## src/rtl/cbps_pkg.sv

```systemverilog
// Shared constants, control word layout, microprogram and division table for the Bezier smoother.
package cbps_pkg;

  localparam int COORD_WIDTH  = 32;
  localparam int MAX_SEGMENTS = 32;
  localparam int SEG_W        = 6;
  localparam int J_W          = $clog2(MAX_SEGMENTS);
  localparam int FRAC         = 16;
  localparam int T_W          = FRAC + 1;
  localparam int MA_W         = ((COORD_WIDTH > 2 * FRAC + 1) ? COORD_WIDTH : 2 * FRAC + 1) + 1;
  localparam int MB_W         = T_W + 1;
  localparam int P_W          = MA_W + MB_W;
  localparam int WGT_LSB      = 2 * FRAC;
  localparam int ADDR_W       = 5;
  localparam logic [SEG_W-1:0] SEG_RESET = 6'd10;

  // Multiplier A operand selects.
  localparam logic [3:0] A_U   = 4'd0;
  localparam logic [3:0] A_T   = 4'd1;
  localparam logic [3:0] A_UU  = 4'd2;
  localparam logic [3:0] A_TT  = 4'd3;
  localparam logic [3:0] A_GX0 = 4'd4;
  localparam logic [3:0] A_GX1 = 4'd5;
  localparam logic [3:0] A_GX2 = 4'd6;
  localparam logic [3:0] A_PX  = 4'd7;
  localparam logic [3:0] A_GY0 = 4'd8;
  localparam logic [3:0] A_GY1 = 4'd9;
  localparam logic [3:0] A_GY2 = 4'd10;
  localparam logic [3:0] A_PY  = 4'd11;

  // Multiplier B operand selects.
  localparam logic [2:0] B_U  = 3'd0;
  localparam logic [2:0] B_T  = 3'd1;
  localparam logic [2:0] B_W0 = 3'd2;
  localparam logic [2:0] B_W1 = 3'd3;
  localparam logic [2:0] B_W2 = 3'd4;
  localparam logic [2:0] B_W3 = 3'd5;

  // Destinations for the registered product.
  localparam logic [3:0] WB_NONE     = 4'd0;
  localparam logic [3:0] WB_UU       = 4'd1;
  localparam logic [3:0] WB_TT       = 4'd2;
  localparam logic [3:0] WB_W0       = 4'd3;
  localparam logic [3:0] WB_W1       = 4'd4;
  localparam logic [3:0] WB_W2       = 4'd5;
  localparam logic [3:0] WB_W3       = 4'd6;
  localparam logic [3:0] WB_ACCX_LD  = 4'd7;
  localparam logic [3:0] WB_ACCX_ADD = 4'd8;
  localparam logic [3:0] WB_ACCY_LD  = 4'd9;
  localparam logic [3:0] WB_ACCY_ADD = 4'd10;

  // Output word sources.
  localparam logic [1:0] EMIT_NONE  = 2'd0;
  localparam logic [1:0] EMIT_CURVE = 2'd1;
  localparam logic [1:0] EMIT_GROUP = 2'd2;
  localparam logic [1:0] EMIT_POINT = 2'd3;

  // Jump conditions.
  localparam logic [2:0] C_NEXT         = 3'd0;
  localparam logic [2:0] C_ALWAYS       = 3'd1;
  localparam logic [2:0] C_MORE_SAMPLES = 3'd2;
  localparam logic [2:0] C_MORE_BUF     = 3'd3;
  localparam logic [2:0] C_BUF_EMPTY    = 3'd4;
  localparam logic [2:0] C_DISPATCH     = 3'd5;

  // Program addresses that are jumped to.
  localparam logic [ADDR_W-1:0] ADDR_IDLE      = 5'd0;
  localparam logic [ADDR_W-1:0] ADDR_SETUP     = 5'd1;
  localparam logic [ADDR_W-1:0] ADDR_SAMPLE    = 5'd2;
  localparam logic [ADDR_W-1:0] ADDR_PASS      = 5'd19;
  localparam logic [ADDR_W-1:0] ADDR_PASS_LOOP = 5'd20;
  localparam logic [ADDR_W-1:0] ADDR_PASS_LAST = 5'd21;

  typedef struct packed {
    logic              take;
    logic              init;
    logic [2:0]        cond;
    logic [ADDR_W-1:0] target;
    logic [3:0]        a_sel;
    logic [2:0]        b_sel;
    logic [3:0]        wb;
    logic [1:0]        emit;
  } ctrl_t;

  typedef struct packed {
    logic go_curve;
    logic go_pass;
    logic more_samples;
    logic more_buf;
    logic buf_empty;
    logic out_free;
  } status_t;

  typedef struct packed {
    logic [T_W-1:0]   q0;
    logic [J_W-1:0]   r0;
  } step_t;

  function automatic ctrl_t cw(input logic take, input logic init, input logic [2:0] cond,
                               input logic [ADDR_W-1:0] target, input logic [3:0] a_sel,
                               input logic [2:0] b_sel, input logic [3:0] wb,
                               input logic [1:0] emit);
    ctrl_t w;
    w.take   = take;
    w.init   = init;
    w.cond   = cond;
    w.target = target;
    w.a_sel  = a_sel;
    w.b_sel  = b_sel;
    w.wb     = wb;
    w.emit   = emit;
    return w;
  endfunction

  // Dispatch, samples (u,t weights on the shared multiplier, then x and y blends), pass-through.
  function automatic ctrl_t rom_word(input logic [ADDR_W-1:0] addr);
    ctrl_t w;
    case (addr)
      5'd0:  w = cw(1'b1, 1'b0, C_DISPATCH, ADDR_IDLE, A_U, B_U, WB_NONE, EMIT_NONE);
      5'd1:  w = cw(1'b0, 1'b1, C_NEXT, ADDR_IDLE, A_U, B_U, WB_NONE, EMIT_NONE);
      5'd2:  w = cw(1'b0, 1'b0, C_NEXT, ADDR_IDLE, A_U, B_U, WB_NONE, EMIT_NONE);
      5'd3:  w = cw(1'b0, 1'b0, C_NEXT, ADDR_IDLE, A_T, B_T, WB_UU, EMIT_NONE);
      5'd4:  w = cw(1'b0, 1'b0, C_NEXT, ADDR_IDLE, A_UU, B_U, WB_TT, EMIT_NONE);
      5'd5:  w = cw(1'b0, 1'b0, C_NEXT, ADDR_IDLE, A_UU, B_T, WB_W0, EMIT_NONE);
      5'd6:  w = cw(1'b0, 1'b0, C_NEXT, ADDR_IDLE, A_TT, B_U, WB_W1, EMIT_NONE);
      5'd7:  w = cw(1'b0, 1'b0, C_NEXT, ADDR_IDLE, A_TT, B_T, WB_W2, EMIT_NONE);
      5'd8:  w = cw(1'b0, 1'b0, C_NEXT, ADDR_IDLE, A_GX0, B_W0, WB_W3, EMIT_NONE);
      5'd9:  w = cw(1'b0, 1'b0, C_NEXT, ADDR_IDLE, A_GX1, B_W1, WB_ACCX_LD, EMIT_NONE);
      5'd10: w = cw(1'b0, 1'b0, C_NEXT, ADDR_IDLE, A_GX2, B_W2, WB_ACCX_ADD, EMIT_NONE);
      5'd11: w = cw(1'b0, 1'b0, C_NEXT, ADDR_IDLE, A_PX, B_W3, WB_ACCX_ADD, EMIT_NONE);
      5'd12: w = cw(1'b0, 1'b0, C_NEXT, ADDR_IDLE, A_GY0, B_W0, WB_ACCX_ADD, EMIT_NONE);
      5'd13: w = cw(1'b0, 1'b0, C_NEXT, ADDR_IDLE, A_GY1, B_W1, WB_ACCY_LD, EMIT_NONE);
      5'd14: w = cw(1'b0, 1'b0, C_NEXT, ADDR_IDLE, A_GY2, B_W2, WB_ACCY_ADD, EMIT_NONE);
      5'd15: w = cw(1'b0, 1'b0, C_NEXT, ADDR_IDLE, A_PY, B_W3, WB_ACCY_ADD, EMIT_NONE);
      5'd16: w = cw(1'b0, 1'b0, C_NEXT, ADDR_IDLE, A_U, B_U, WB_ACCY_ADD, EMIT_NONE);
      5'd17: w = cw(1'b0, 1'b0, C_MORE_SAMPLES, ADDR_SAMPLE, A_U, B_U, WB_NONE, EMIT_CURVE);
      5'd18: w = cw(1'b0, 1'b0, C_ALWAYS, ADDR_IDLE, A_U, B_U, WB_NONE, EMIT_NONE);
      5'd19: w = cw(1'b0, 1'b0, C_BUF_EMPTY, ADDR_PASS_LAST, A_U, B_U, WB_NONE, EMIT_NONE);
      5'd20: w = cw(1'b0, 1'b0, C_MORE_BUF, ADDR_PASS_LOOP, A_U, B_U, WB_NONE, EMIT_GROUP);
      5'd21: w = cw(1'b0, 1'b0, C_ALWAYS, ADDR_IDLE, A_U, B_U, WB_NONE, EMIT_POINT);
      default: w = cw(1'b0, 1'b0, C_ALWAYS, ADDR_IDLE, A_U, B_U, WB_NONE, EMIT_NONE);
    endcase
    return w;
  endfunction

  // Quotient and remainder of 65536 by the sample count, used to step t without a divider.
  function automatic step_t div_entry(input logic [SEG_W-1:0] n);
    step_t s;
    case (n)
      6'd1:  s = '{q0: 17'd65536, r0: 5'd0};
      6'd2:  s = '{q0: 17'd32768, r0: 5'd0};
      6'd3:  s = '{q0: 17'd21845, r0: 5'd1};
      6'd4:  s = '{q0: 17'd16384, r0: 5'd0};
      6'd5:  s = '{q0: 17'd13107, r0: 5'd1};
      6'd6:  s = '{q0: 17'd10922, r0: 5'd4};
      6'd7:  s = '{q0: 17'd9362,  r0: 5'd2};
      6'd8:  s = '{q0: 17'd8192,  r0: 5'd0};
      6'd9:  s = '{q0: 17'd7281,  r0: 5'd7};
      6'd10: s = '{q0: 17'd6553,  r0: 5'd6};
      6'd11: s = '{q0: 17'd5957,  r0: 5'd9};
      6'd12: s = '{q0: 17'd5461,  r0: 5'd4};
      6'd13: s = '{q0: 17'd5041,  r0: 5'd3};
      6'd14: s = '{q0: 17'd4681,  r0: 5'd2};
      6'd15: s = '{q0: 17'd4369,  r0: 5'd1};
      6'd16: s = '{q0: 17'd4096,  r0: 5'd0};
      6'd17: s = '{q0: 17'd3855,  r0: 5'd1};
      6'd18: s = '{q0: 17'd3640,  r0: 5'd16};
      6'd19: s = '{q0: 17'd3449,  r0: 5'd5};
      6'd20: s = '{q0: 17'd3276,  r0: 5'd16};
      6'd21: s = '{q0: 17'd3120,  r0: 5'd16};
      6'd22: s = '{q0: 17'd2978,  r0: 5'd20};
      6'd23: s = '{q0: 17'd2849,  r0: 5'd9};
      6'd24: s = '{q0: 17'd2730,  r0: 5'd16};
      6'd25: s = '{q0: 17'd2621,  r0: 5'd11};
      6'd26: s = '{q0: 17'd2520,  r0: 5'd16};
      6'd27: s = '{q0: 17'd2427,  r0: 5'd7};
      6'd28: s = '{q0: 17'd2340,  r0: 5'd16};
      6'd29: s = '{q0: 17'd2259,  r0: 5'd25};
      6'd30: s = '{q0: 17'd2184,  r0: 5'd16};
      6'd31: s = '{q0: 17'd2114,  r0: 5'd2};
      6'd32: s = '{q0: 17'd2048,  r0: 5'd0};
      default: s = '{q0: 17'd65536, r0: 5'd0};
    endcase
    return s;
  endfunction

endpackage

```

## src/rtl/cbps_ifs.sv

```systemverilog
// Handshake channel interfaces for points in, points out and the segment-count register.
interface cbps_in_if;
  logic                                  valid;
  logic                                  ready;
  logic signed [cbps_pkg::COORD_WIDTH-1:0] point_x;
  logic signed [cbps_pkg::COORD_WIDTH-1:0] point_y;
  logic                                  path_end;
  modport source (output valid, point_x, point_y, path_end, input ready);
  modport sink (input valid, point_x, point_y, path_end, output ready);
endinterface

interface cbps_out_if;
  logic                                  valid;
  logic                                  ready;
  logic signed [cbps_pkg::COORD_WIDTH-1:0] out_x;
  logic signed [cbps_pkg::COORD_WIDTH-1:0] out_y;
  logic                                  from_curve;
  logic                                  last_of_run;
  modport source (output valid, out_x, out_y, from_curve, last_of_run, input ready);
  modport sink (input valid, out_x, out_y, from_curve, last_of_run, output ready);
endinterface

interface cbps_cfg_if;
  logic                            valid;
  logic                            ready;
  logic [cbps_pkg::SEG_W-1:0]      data;
  modport source (output valid, data, input ready);
  modport sink (input valid, data, output ready);
endinterface

```

## src/rtl/cbps_sequencer.sv

```systemverilog
// Microprogram step counter: reads the control word and chooses the next step.
module cbps_sequencer (
  input  logic              clk,
  input  logic              rst,
  input  logic              in_valid,
  input  cbps_pkg::status_t st,
  output cbps_pkg::ctrl_t   word,
  output logic              fire,
  output logic              in_ready
);

  logic [cbps_pkg::ADDR_W-1:0] addr;
  logic [cbps_pkg::ADDR_W-1:0] addr_next;
  logic                        branch;

  assign word     = cbps_pkg::rom_word(addr);
  assign in_ready = word.take && !rst;
  // A step holds while it waits for a point or for room in the output register.
  assign fire = !(word.take && !(in_valid && in_ready)) &&
                !((word.emit != cbps_pkg::EMIT_NONE) && !st.out_free);

  always_comb begin
    case (word.cond)
      cbps_pkg::C_NEXT:         branch = 1'b0;
      cbps_pkg::C_ALWAYS:       branch = 1'b1;
      cbps_pkg::C_MORE_SAMPLES: branch = st.more_samples;
      cbps_pkg::C_MORE_BUF:     branch = st.more_buf;
      cbps_pkg::C_BUF_EMPTY:    branch = st.buf_empty;
      default:                  branch = 1'b0;
    endcase
    if (!fire) begin
      addr_next = addr;
    end else if (word.cond == cbps_pkg::C_DISPATCH) begin
      if (st.go_curve) begin
        addr_next = cbps_pkg::ADDR_SETUP;
      end else if (st.go_pass) begin
        addr_next = cbps_pkg::ADDR_PASS;
      end else begin
        addr_next = cbps_pkg::ADDR_IDLE;
      end
    end else if (branch) begin
      addr_next = word.target;
    end else begin
      addr_next = addr + 1'b1;
    end
  end

  always_ff @(posedge clk) begin
    if (rst) begin
      addr <= cbps_pkg::ADDR_IDLE;
    end else begin
      addr <= addr_next;
    end
  end

  a_point_ends_run: assert property (@(posedge clk) disable iff (rst)
    fire && word.emit == cbps_pkg::EMIT_POINT |=> addr == cbps_pkg::ADDR_IDLE)
    else $error("sequencer did not return to idle after the final pass-through word");

  a_full_group_starts_curve: assert property (@(posedge clk) disable iff (rst)
    fire && word.take && st.go_curve |=> addr == cbps_pkg::ADDR_SETUP)
    else $error("fourth point of a group did not start the curve program");

endmodule

```

## src/rtl/cbps_datapath.sv

```systemverilog
// Datapath: group buffer, t stepping, shared multiplier, accumulators and output register.
module cbps_datapath (
  input  logic                                   clk,
  input  logic                                   rst,
  input  cbps_pkg::ctrl_t                        word,
  input  logic                                   fire,
  input  logic signed [cbps_pkg::COORD_WIDTH-1:0] in_x,
  input  logic signed [cbps_pkg::COORD_WIDTH-1:0] in_y,
  input  logic                                   in_end,
  cbps_cfg_if.sink                               cfg,
  cbps_out_if.source                             pt_out,
  output cbps_pkg::status_t                      st
);

  localparam int CW = cbps_pkg::COORD_WIDTH;
  localparam int TW = cbps_pkg::T_W;
  localparam int JW = cbps_pkg::J_W;
  localparam int SW = cbps_pkg::SEG_W;
  localparam int PW = cbps_pkg::P_W;
  localparam int AW = cbps_pkg::MA_W;
  localparam int BW = cbps_pkg::MB_W;
  localparam int WL = cbps_pkg::WGT_LSB;
  localparam int FR = cbps_pkg::FRAC;

  logic [SW-1:0]        seg;
  logic [1:0]           fill;
  logic signed [CW-1:0] gx [3];
  logic signed [CW-1:0] gy [3];
  logic signed [CW-1:0] px;
  logic signed [CW-1:0] py;
  logic [1:0]           pass_count;
  logic [1:0]           k;
  logic [SW-1:0]        n;
  logic [SW-1:0]        n_sel;
  cbps_pkg::step_t      stp;
  logic [TW-1:0]        t;
  logic [TW-1:0]        u;
  logic [JW-1:0]        rem;
  logic [JW:0]          rem_sum;
  logic                 carry;
  logic [JW-1:0]        j;
  logic [2*FR:0]        uu;
  logic [2*FR-1:0]      tt;
  logic [TW-1:0]        w0;
  logic [TW-1:0]        w1;
  logic [TW-1:0]        w2;
  logic [TW-1:0]        w3;
  logic signed [AW-1:0] ma;
  logic signed [BW-1:0] mb;
  logic signed [PW-1:0] prod;
  logic signed [PW-1:0] prod3;
  logic signed [PW-1:0] acc_x;
  logic signed [PW-1:0] acc_y;
  logic                 o_valid;
  logic signed [CW-1:0] o_x;
  logic signed [CW-1:0] o_y;
  logic                 o_curve;
  logic                 o_last;
  logic [TW+1:0]        wsum;

  assign cfg.ready = !rst;

  assign pt_out.valid       = o_valid;
  assign pt_out.out_x       = o_x;
  assign pt_out.out_y       = o_y;
  assign pt_out.from_curve  = o_curve;
  assign pt_out.last_of_run = o_last;

  assign st.go_curve     = (fill == 2'd3);
  assign st.go_pass      = in_end;
  assign st.more_samples = ({1'b0, j} != (n - 1'b1));
  assign st.more_buf     = ((k + 2'd1) != pass_count);
  assign st.buf_empty    = (pass_count == 2'd0);
  assign st.out_free     = !o_valid || pt_out.ready;

  always_comb begin
    if (seg == '0) begin
      n_sel = SW'(1);
    end else if (seg > SW'(cbps_pkg::MAX_SEGMENTS)) begin
      n_sel = SW'(cbps_pkg::MAX_SEGMENTS);
    end else begin
      n_sel = seg;
    end
  end

  // The step comes from the latched count, so a register write mid-run cannot disturb t.
  assign stp     = cbps_pkg::div_entry(n);
  assign u       = TW'(1 << FR) - t;
  // rem and r0 are both below n, so one compare and subtract keeps t exact.
  assign rem_sum = {1'b0, rem} + {1'b0, stp.r0};
  assign carry   = (rem_sum >= (JW + 1)'(n));
  assign prod3   = prod + (prod <<< 1);
  assign wsum    = {2'b00, w0} + {2'b00, w1} + {2'b00, w2} + {2'b00, w3};

  always_comb begin
    case (word.a_sel)
      cbps_pkg::A_U:   ma = AW'(u);
      cbps_pkg::A_T:   ma = AW'(t);
      cbps_pkg::A_UU:  ma = AW'(uu);
      cbps_pkg::A_TT:  ma = AW'(tt);
      cbps_pkg::A_GX0: ma = AW'(gx[0]);
      cbps_pkg::A_GX1: ma = AW'(gx[1]);
      cbps_pkg::A_GX2: ma = AW'(gx[2]);
      cbps_pkg::A_PX:  ma = AW'(px);
      cbps_pkg::A_GY0: ma = AW'(gy[0]);
      cbps_pkg::A_GY1: ma = AW'(gy[1]);
      cbps_pkg::A_GY2: ma = AW'(gy[2]);
      cbps_pkg::A_PY:  ma = AW'(py);
      default:         ma = '0;
    endcase
    case (word.b_sel)
      cbps_pkg::B_U:  mb = BW'(u);
      cbps_pkg::B_T:  mb = BW'(t);
      cbps_pkg::B_W0: mb = BW'(w0);
      cbps_pkg::B_W1: mb = BW'(w1);
      cbps_pkg::B_W2: mb = BW'(w2);
      cbps_pkg::B_W3: mb = BW'(w3);
      default:        mb = '0;
    endcase
  end

  // Unsigned operands go in zero-extended; coordinates are sign-extended by the casts.
  always_ff @(posedge clk) begin
    if (fire) begin
      prod <= ma * mb;
      case (word.wb)
        cbps_pkg::WB_NONE:     ;
        cbps_pkg::WB_UU:       uu <= prod[2*FR:0];
        cbps_pkg::WB_TT:       tt <= prod[2*FR-1:0];
        cbps_pkg::WB_W0:       w0 <= prod[WL+TW-1:WL];
        cbps_pkg::WB_W1:       w1 <= prod3[WL+TW-1:WL];
        cbps_pkg::WB_W2:       w2 <= prod3[WL+TW-1:WL];
        cbps_pkg::WB_W3:       w3 <= prod[WL+TW-1:WL];
        cbps_pkg::WB_ACCX_LD:  acc_x <= prod;
        cbps_pkg::WB_ACCX_ADD: acc_x <= acc_x + prod;
        cbps_pkg::WB_ACCY_LD:  acc_y <= prod;
        cbps_pkg::WB_ACCY_ADD: acc_y <= acc_y + prod;
        default:               ;
      endcase
    end
  end

  // Group buffer and the point that set off the current run.
  always_ff @(posedge clk) begin
    if (fire && word.take) begin
      px <= in_x;
      py <= in_y;
      if ((fill != 2'd3) && !in_end) begin
        gx[fill] <= in_x;
        gy[fill] <= in_y;
      end
    end
  end

  always_ff @(posedge clk) begin
    if (rst) begin
      fill       <= 2'd0;
      pass_count <= 2'd0;
      k          <= 2'd0;
    end else if (fire && word.take) begin
      k <= 2'd0;
      if (fill == 2'd3) begin
        fill <= 2'd0;
      end else if (in_end) begin
        pass_count <= fill;
        fill       <= 2'd0;
      end else begin
        fill <= fill + 2'd1;
      end
    end else if (fire && (word.emit == cbps_pkg::EMIT_GROUP)) begin
      k <= k + 2'd1;
    end
  end

  always_ff @(posedge clk) begin
    if (rst) begin
      seg <= cbps_pkg::SEG_RESET;
    end else if (cfg.valid && cfg.ready) begin
      seg <= cfg.data;
    end
  end

  // Sample position: t steps by 65536/n with the remainder carried along.
  always_ff @(posedge clk) begin
    if (rst) begin
      n   <= SW'(1);
      rem <= '0;
    end else if (fire && word.init) begin
      n   <= n_sel;
      rem <= '0;
    end else if (fire && (word.emit == cbps_pkg::EMIT_CURVE)) begin
      rem <= carry ? JW'(rem_sum - (JW + 1)'(n)) : JW'(rem_sum);
    end
  end

  always_ff @(posedge clk) begin
    if (fire && word.init) begin
      t <= '0;
      j <= '0;
    end else if (fire && (word.emit == cbps_pkg::EMIT_CURVE)) begin
      t <= t + stp.q0 + TW'(carry);
      j <= j + 1'b1;
    end
  end

  always_ff @(posedge clk) begin
    if (rst) begin
      o_valid <= 1'b0;
    end else if (fire && (word.emit != cbps_pkg::EMIT_NONE)) begin
      o_valid <= 1'b1;
    end else if (pt_out.ready) begin
      o_valid <= 1'b0;
    end
  end

  always_ff @(posedge clk) begin
    if (fire) begin
      case (word.emit)
        cbps_pkg::EMIT_NONE: ;
        cbps_pkg::EMIT_CURVE: begin
          o_x     <= acc_x[FR+CW-1:FR];
          o_y     <= acc_y[FR+CW-1:FR];
          o_curve <= 1'b1;
          o_last  <= !st.more_samples;
        end
        cbps_pkg::EMIT_GROUP: begin
          o_x     <= gx[k];
          o_y     <= gy[k];
          o_curve <= 1'b0;
          o_last  <= 1'b0;
        end
        cbps_pkg::EMIT_POINT: begin
          o_x     <= px;
          o_y     <= py;
          o_curve <= 1'b0;
          o_last  <= 1'b1;
        end
        default: ;
      endcase
    end
  end

  a_fill_clears: assert property (@(posedge clk) disable iff (rst)
    fire && word.take && fill == 2'd3 |=> fill == 2'd0)
    else $error("group fill not cleared after a full group");

  a_weights_bounded: assert property (@(posedge clk) disable iff (rst)
    fire && word.emit == cbps_pkg::EMIT_CURVE |-> wsum <= (TW + 2)'(1 << FR))
    else $error("Bezier weights sum above one");

  a_rem_below_n: assert property (@(posedge clk) disable iff (rst)
    (JW + 1)'(rem) < (JW + 1)'(n))
    else $error("t remainder not below the sample count");

endmodule

```

## src/rtl/cubic_bezier_path_smoother.sv

```systemverilog
// Top level of the cubic Bezier path smoother: sequencer, datapath and channel hookup.
// Points (signed Q16.16) are taken on pt_in one per cycle while the block is at its idle
// step. A point that only joins the current group gives no word. The fourth point of a
// group starts a run of n samples, where n is segments_per_group clamped to 1..32: each
// sample is fifteen steps on the one 34x18 multiplier (four weights from u and t, then
// four products each for x and y into two accumulators) plus one step that loads the
// output register. A path-end point that finds k < 3 points buffered sends k + 1 words
// unchanged. Every result word passes through one output register, so a stalled pt_out
// holds the program only at its output steps. The segment count is written on cfg, which
// is ready whenever reset is low, and takes effect at the next full group.
module cubic_bezier_path_smoother (
  input  logic       clk,
  input  logic       rst,
  cbps_in_if.sink    pt_in,
  cbps_out_if.source pt_out,
  cbps_cfg_if.sink   cfg
);

  cbps_pkg::ctrl_t   word;
  cbps_pkg::status_t st;
  logic              fire;
  logic              seq_ready;

  assign pt_in.ready = seq_ready;

  cbps_sequencer u_seq (
    .clk      (clk),
    .rst      (rst),
    .in_valid (pt_in.valid),
    .st       (st),
    .word     (word),
    .fire     (fire),
    .in_ready (seq_ready)
  );

  cbps_datapath u_dp (
    .clk    (clk),
    .rst    (rst),
    .word   (word),
    .fire   (fire),
    .in_x   (pt_in.point_x),
    .in_y   (pt_in.point_y),
    .in_end (pt_in.path_end),
    .cfg    (cfg),
    .pt_out (pt_out),
    .st     (st)
  );

endmodule
```

## src/flat_wrapper.sv

```systemverilog
// flat-port wrapper written by rule: the top's interface ports become plain ports
module cubic_bezier_path_smoother_flat 
  (clk, rst, pt_in_valid, pt_in_point_x, pt_in_point_y, pt_in_path_end, pt_in_ready, pt_out_valid, pt_out_out_x, pt_out_out_y, pt_out_from_curve, pt_out_last_of_run, pt_out_ready, cfg_valid, cfg_data, cfg_ready);
  cbps_in_if pt_in_i ();
  cbps_out_if pt_out_i ();
  cbps_cfg_if cfg_i ();
  input  logic clk;
  input  logic rst;
  input wire logic [$bits(pt_in_i.valid)-1:0] pt_in_valid;
  input wire logic [$bits(pt_in_i.point_x)-1:0] pt_in_point_x;
  input wire logic [$bits(pt_in_i.point_y)-1:0] pt_in_point_y;
  input wire logic [$bits(pt_in_i.path_end)-1:0] pt_in_path_end;
  output wire logic [$bits(pt_in_i.ready)-1:0] pt_in_ready;
  output wire logic [$bits(pt_out_i.valid)-1:0] pt_out_valid;
  output wire logic [$bits(pt_out_i.out_x)-1:0] pt_out_out_x;
  output wire logic [$bits(pt_out_i.out_y)-1:0] pt_out_out_y;
  output wire logic [$bits(pt_out_i.from_curve)-1:0] pt_out_from_curve;
  output wire logic [$bits(pt_out_i.last_of_run)-1:0] pt_out_last_of_run;
  input wire logic [$bits(pt_out_i.ready)-1:0] pt_out_ready;
  input wire logic [$bits(cfg_i.valid)-1:0] cfg_valid;
  input wire logic [$bits(cfg_i.data)-1:0] cfg_data;
  output wire logic [$bits(cfg_i.ready)-1:0] cfg_ready;
  assign pt_in_i.valid = pt_in_valid;
  assign pt_in_i.point_x = pt_in_point_x;
  assign pt_in_i.point_y = pt_in_point_y;
  assign pt_in_i.path_end = pt_in_path_end;
  assign pt_in_ready = pt_in_i.ready;
  assign pt_out_valid = pt_out_i.valid;
  assign pt_out_out_x = pt_out_i.out_x;
  assign pt_out_out_y = pt_out_i.out_y;
  assign pt_out_from_curve = pt_out_i.from_curve;
  assign pt_out_last_of_run = pt_out_i.last_of_run;
  assign pt_out_i.ready = pt_out_ready;
  assign cfg_i.valid = cfg_valid;
  assign cfg_i.data = cfg_data;
  assign cfg_ready = cfg_i.ready;
  cubic_bezier_path_smoother u_core (.clk(clk), .rst(rst), .pt_in(pt_in_i), .pt_out(pt_out_i), .cfg(cfg_i));
endmodule
```

## config.mk

```make
export PLATFORM = sky130hd
export DESIGN_NAME = cubic_bezier_path_smoother_flat
export DESIGN_NICKNAME = d
export VERILOG_FILES = /design/src/rtl/cbps_pkg.sv /design/src/rtl/cbps_ifs.sv /design/src/rtl/cbps_sequencer.sv /design/src/rtl/cbps_datapath.sv /design/src/rtl/cubic_bezier_path_smoother.sv /design/src/flat_wrapper.sv
export SDC_FILE = /design/constraint.sdc
export NUM_CORES = 2
export LEC_CHECK = 0
export ABC_AREA = 1
export ABC_CLOCK_PERIOD_IN_PS = 24800
export BUFFER_PORTS_ARGS = -buffer_cell sky130_fd_sc_hd__buf_2
export CORE_MARGIN = 4
export CORE_UTILIZATION = 60
export CTS_BUF_LIST = sky130_fd_sc_hd__clkbuf_2
export CTS_CLUSTER_DIAMETER = 150
export CTS_CLUSTER_SIZE = 10
export DETAILED_ROUTE_END_ITERATION = 6
export PLACE_DENSITY = 0.83
export SLEW_MARGIN = 20
export SYNTH_ARGS = -nofsm -noshare
export SYNTH_HDL_FRONTEND = slang
export SYNTH_SLANG_ARGS = --single-unit
```

## constraint.sdc

```tcl
create_clock -name clk -period 24.8 [get_ports clk]
set_input_delay 2.48 -clock clk [delete_from_list [all_inputs] [get_ports clk]]
set_output_delay 2.48 -clock clk [all_outputs]
set_load 0.05 [all_outputs]
```

## After elaboration in Yosys (flattened, before gate mapping)

Memory sizes are Yosys's and may differ from the RTL's. A register that Yosys moved wholly into a read port is not among the register bits.
Index checks and enable logic that the tools add are counted.

| storage, ports and cells | value |
|---|---|
| ROM bits | 2112 |
| word-level logic and storage cells | 160 |
| input bits | 76 |
| memories | 4 |
| register bits after elaboration | 470 |
| memory bits (writable) | 192 |

| cells by class | value |
|---|---|
| multiply operators | 1 |
| mux-type cells | 31 |
| order comparisons | 2 |
| equality and inequality tests | 38 |
| reductions and logical operators | 45 |
| bitwise logic cells | 1 |
| add/subtract/negate cells | 13 |

Memories:

| memory | depth | width | rd ports | clocked after Yosys merged registers in | write ports | line | RTL |
|---|---|---|---|---|---|---|---|
| (no name shown) | 64 | 22 | 1 | 1 | 0 | cbps_pkg.sv:149 | `case (n)` |
| (no name shown) | 32 | 22 | 1 | 1 | 0 | cbps_pkg.sv:118 | `case (addr)` |
| u_core.u_dp.gx | 3 | 32 | 4 | 1 | 1 | cbps_datapath.sv:27 | `logic signed [CW-1:0] gx [3];` |
| u_core.u_dp.gy | 3 | 32 | 4 | 1 | 1 | cbps_datapath.sv:28 | `logic signed [CW-1:0] gy [3];` |

Operators with widths:

| cell | count |
|---|---|
| $pmux 34 s12 | 1 |
| $pmux 52 s2 | 2 |
| $pmux 32 s3 | 2 |
| $add 52x52->52 | 2 |
| $pmux 17 s6 | 1 |
| $mul 34x18->52 | 1 |
| $add 49x49->49 | 1 |
| $mux 5 | 7 |
| $eq 4x3->1 const B | 8 |
| $eq 4x4->1 const B | 7 |
| $mux 6 | 4 |
| $reduce_and 2->1 | 10 |
| $add 17x1->17 | 1 |
| $add 17x17->17 | 1 |
| $sub 17x17->17 const A | 1 |
| $eq 4x2->1 const B | 4 |
| $eq 3x2->1 const B | 4 |
| $eq 3x3->1 const B | 4 |
| $logic_and 1x1->1 | 12 |
| $mux 2 | 6 |
| $add 5x1->5 const B | 2 |
| $reduce_bool 2->1 | 5 |
| $eq 4x1->1 const B | 2 |
| $logic_not 1->1 | 8 |
| 25 further kinds | 35 |

## Depth between registers and ports, before layout

| depth | value |
|---|---|
| depth in word-level cells | 10 |
| gate-level depth with buffers | 39 |
| mapped depth without buffers | 38 |

## Cells and area by module

From an unflattened synthesis, not the netlist that was laid out.

| unflattened totals | value |
|---|---|
| cells, all modules | 7678 |
| area, all modules | 63714.9 um2 |

Modules (own cells, without submodules):

| module | times used | cells each | area an instance (um2) |
|---|---|---|---|
| cbps_datapath | 1 | 7512 | 62489.9 |
| cbps_sequencer | 1 | 166 | 1224.9 |

## Least setup slack after synthesis

Ideal clock, no wire load.

| path | value |
|---|---|
| kind | input -> register |
| start point | input port rst |
| end point | memory u_core.u_dp.gx[0][0] (netlist name) (enable) |
| buffers on the path | 2 |
| data required time | 24.314 ns |
| arrival time | 9.363 ns |
| path slack | 14.951 ns |
| cell stages on the path | 9 |
| library setup time | 0.486 ns |
| path through | buf_2 inv_2 nand2_1 nand2_1 nand2_2 buf_4 nor2_1 nand3_1 nor2_1 |

| between the ends | value |
|---|---|
| word-level cells in the longest chain between the ends | 10 |

Ends and longest elaborated chain:

| what | line | RTL |
|---|---|---|
| start, declared | flat_wrapper.sv:8 | `input logic rst;` |
| $logic_not 1->1 | cbps_sequencer.sv:17 | `assign in_ready = word.take && !rst;` |
| $logic_and 1x1->1 | cbps_sequencer.sv:17 |  |
| $logic_and 1x1->1 | cbps_sequencer.sv:19 | `assign fire = !(word.take && !(in_valid && in_ready)) &&` |
| $logic_not 1->1 | cbps_sequencer.sv:19 |  |
| $logic_and 1x1->1 | cbps_sequencer.sv:19 |  |
| $logic_not 1->1 | cbps_sequencer.sv:19 |  |
| $logic_and 1x1->1 | cbps_sequencer.sv:19 |  |
| $logic_and 1x1->1 | cbps_datapath.sv:145 | `if (fire && word.take) begin` |
| $mux 1 | cbps_datapath.sv:145 |  |
| $mux 1 (not written as such) | cbps_datapath.sv:149 | `gx[fill] <= in_x;` |
| end, declared | cbps_datapath.sv:27 |  |

No other way between the ends.

## Worst setup path after layout

| path | value |
|---|---|
| start point | register u_core.u_seq.word[9] (netlist name) |
| end point | register u_core.u_dp.prod[34] (data pin) |

| between the ends | value |
|---|---|
| word-level cells in the longest chain between the ends | 3 |
| elaborated cells on any way between the ends | 14 |

Ends and longest elaborated chain:

| what | line | RTL |
|---|---|---|
| $eq 4x4->1 (tied with other cells) | cbps_datapath.sv:96 | `case (word.a_sel)` |
| $pmux 34 s12 * | cbps_datapath.sv:96 |  |
| $mul 34x18->52 * | cbps_datapath.sv:125 | `prod <= ma * mb;` |
| end signal, assigned | cbps_datapath.sv:125 |  |
| end, declared | cbps_datapath.sv:50 | `logic signed [PW-1:0] prod;` |

Every way passes the cells marked *; elsewhere a longest branch is shown, timed or not.
A chain may end at the register's enable or synchronous reset.

==> results.md <==
* Fillers at 8,495
* Share of flip-flops with an asynchronous set or reset at 0%
* Cts bufs inserted at 85
* GRT Overall Usage at 38.14%
* Multi-input logic area at ~34,000 um^2
* I/O Buffers at between 100 and 150
* Number of hold buffers added after cts at 0
* CTS Sinks at 760
* RSZ-0062 raised after global routing: false
* CP max stage delay at roughly 0.73 ns
* Total gr overflow at 0
* Outcome: complete, but fails checks
* Mapped Cells at 7,181
* Slew HR at 11.27%
* CTS max path bufs at 3
* WP data arrival at a little over 10 ns
* Synth Flop Type: edfxtp_1
* Clk_skew at approximately 0.13 ns
* Reg-to-Reg End: u_core.u_dp.prod[34]
* Final Instance Count excl. Fillers at 8,762
* Maximum number of pins on one net before global-route repair at slightly above 70
* Avg Cell Area, Syn at 8.605 um^2
* Post-Route WL at 208,400 um
* Clk slew on worst S/H paths at 0.19 ns
* Final setup fails at 0
* HP Start: u_core.u_dp.pass_count[0]
* Detailed Place HPWL at 156,700 um
* Vias at 53,233
* First-pass GRT wire length at 310,600 um
* Yosys cell types at 74
* Sequential Area at 21,870 um^2
* Antenna violations before repair at 29
* Area of the core at approximately 100,000 um^2
* Hold Path End: u_core.u_dp.pass_count[0]
* Drt drc at 14
* Placer congestion estimate at approximately 1.0
* CTS resizes at 0
* Drt pass-1 iters at 7
* Failing checks: DRC
* Synthesis-to-finish area growth at 5.089%
* Vias per Instance at 6.075
* Chip width at about 330 um
* Starting DRC count in detailed routing at 7,604
* Setup_tns at 0 ns
* # Post-CTS Setup Buffers at 0
* Worst R2R Start: u_core.u_seq.word[9]
* Startpoint types: flop
* Nets@finish at 8,261
* Layout cells sized above 1 at 6.730%
* Later-pin clock latency in the skew report at 1.32 ns
* Fmax at 108.7 MHz
* Vias in the first global route at 52,171
* Initial cell density of the core at 60.56%
* Synthesized area at 61,790 um^2
* Number of max-cap violations at 0
* Placed Cells at 8,630
* Ports at 145
* Crit path time final at 9.203 ns
* Internal reg-to-reg setup slack at 15.60 ns
* Slew Limit Fails at 0
* Per-cell routed wire length at about 24 um
* Synth top area cells: edfxtp_1, fa_1, nand2_1, inv_1, ha_1
* DRT antenna net count at 0
* Die ar. at 108,200 um^2
* Worst hold stages at 2
* Chip height at between 300 and 400 um
* Worst Path Max Fanout at 12
* Seq cells post-synth at 760
* Setup Crit Path Kind: flop to flop
* Layout Utilization at between 60% and 70%
* Synth warn at 0
* CP Capture Type: flop
* EDFF count, synth at 664
* Sequential area share after synthesis at 35.38%
* Most frequent cell after synthesis: nand2_1
* Hold Crit Class: flop to flop
* Post-synth top area cell: edfxtp_1
* CTS Root Cell: clkbuf_2
* CTS tree: yes
* R2R depth at 33
* Crit-path slowest cell: a211oi_1
* Final Cycle Share at a little under two fifths
* Slew @ Worst Pin at 1.329 ns
* Delay-heaviest family, CP: adder cells
* Top post-synthesis cells by count: nand2_1, inv_1, edfxtp_1
* H-tree levels at 3
* CP required at 25.79 ns
* Final hold violations at 0
* CP bufs+invs at 10
* Top-area cell type share of the netlist area at approximately a third
* Row count at 117
flip-flops by register name (all words and copies together), names as in the netlist, 6 cells and up, named ones only:
signal,flops
u_core.u_dp.gx,128
u_core.u_dp.gy,128
u_core.u_dp.prod,49
u_core.u_dp.acc_x,48
u_core.u_dp.acc_y,48
u_core.u_dp.uu,33
u_core.u_dp.pt_out.out_x,32
u_core.u_dp.pt_out.out_y,32
u_core.u_dp.px,32
u_core.u_dp.py,32
u_core.u_dp.tt,32
u_core.u_dp.stp,22
u_core.u_seq.word,21
u_core.u_dp.t,17
u_core.u_dp.w0,17
u_core.u_dp.w1,17
u_core.u_dp.w2,17
u_core.u_dp.w3,17
u_core.u_dp.n,6
u_core.u_dp.seg,6
placed cells by master (no fill, tap or decap), types with 17 or more instances in the layout:
master       n
a211oi_1    21
a21o_1      21
a21oi_1    382
a221oi_1    57
a31oi_1     53
buf_2      144
buf_4       85
clkbuf_2   101
conb_1      64
dfxtp_1     94
diode_2     24
edfxtp_1   664
fa_1       537
ha_1       299
inv_1     1425
inv_2       34
nand2_1   1477
nand2_2     23
nand3_1    369
nand4_1     52
nor2_1     518
nor3_1      38
nor4_1      19
o211ai_1    79
o21a_1      17
o21ai_0    381
o21bai_1    23
o22ai_1     37
or2_2       47
xnor2_1     50
xor2_1      80
logic make-up (layout without fill, tap and decap cells):
kind of cell	count (synthesis)	after routing	share of synthesized area, %
other	1	88	0.006069
and+or+nand+nor	2604	2604	17.66
DFF	760	760	35.38
AOI/OAI and AO/OA	1177	1177	11.26
buffers and inverters	1673	1799	10.40
xor gates and xnor gates	130	130	1.843
adders and majority gates	836	836	23.45
layout make-up:
type / count / area share, %
timing repair buffer: 229 / 2.093
clock buffer: 101 / 0.7785
sequential: 760 / 33.67
tap: 1368 / 2.636
clock inverter: 7 / 0.1445
multi-input combinational: 4811 / 52.13
antenna: 24 / 0.09249
inverter: 1462 / 8.451
worst reg2reg max path: cells and delay by family (launching register included):
| kind | cells | cell delay, ns |
|---|---|---|
| buf+inv | 10 | 1.52 |
| compound gates | 8 | 2.63 |
| flops | 1 | 0.41 |
| xor+xnor | 1 | 0.16 |
| fa+ha+maj | 7 | 3.32 |
| simple gates | 7 | 0.86 |
per-layer routing:
metal | global-route usage (%) | wire (um) | up-vias
met2 | 57.83 | 90700 | 3715
li1 | - | - | 23499
met1 | 48.94 | 73900 | 25179
met3 | 11.29 | 28980 | 832
met5 | 0 | 200 | -
met4 | 22.16 | 14630 | 8
per-stage QoR:
step | cell area [um^2] | hold WS (ns) | setup WS, ns
after floorplan | 62030 | 0.4510 | 14.95
after global placement | 64280 | 0.4666 | 16.29
after detailed placement | 64280 | 0.4658 | 16.17
after CTS | 64870 | 0.4882 | 16.02
after global routing | 64920 | 0.5273 | 15.35
final | 64930 | 0.4875 | 15.60
worst max-delay path by stage:
stage	from	end	slack, ns	cells after the start
floorplan	rst	u_core.u_dp.gx[0][0]	14.95	9
global placement	u_core.u_dp.t[0]	u_core.u_dp.prod[34]	16.29	33
detailed placement	u_core.u_seq.word[9]	u_core.u_dp.prod[34]	16.17	33
CTS	u_core.u_dp.t[0]	u_core.u_dp.prod[34]	16.02	33
global route	u_core.u_seq.word[9]	u_core.u_dp.prod[34]	15.35	33
finish	u_core.u_seq.word[9]	u_core.u_dp.prod[34]	15.60	33
Power is left out: the tool's default activity adds up to more than one toggle a clock period on the data nets, which glitch-free logic cannot reach.
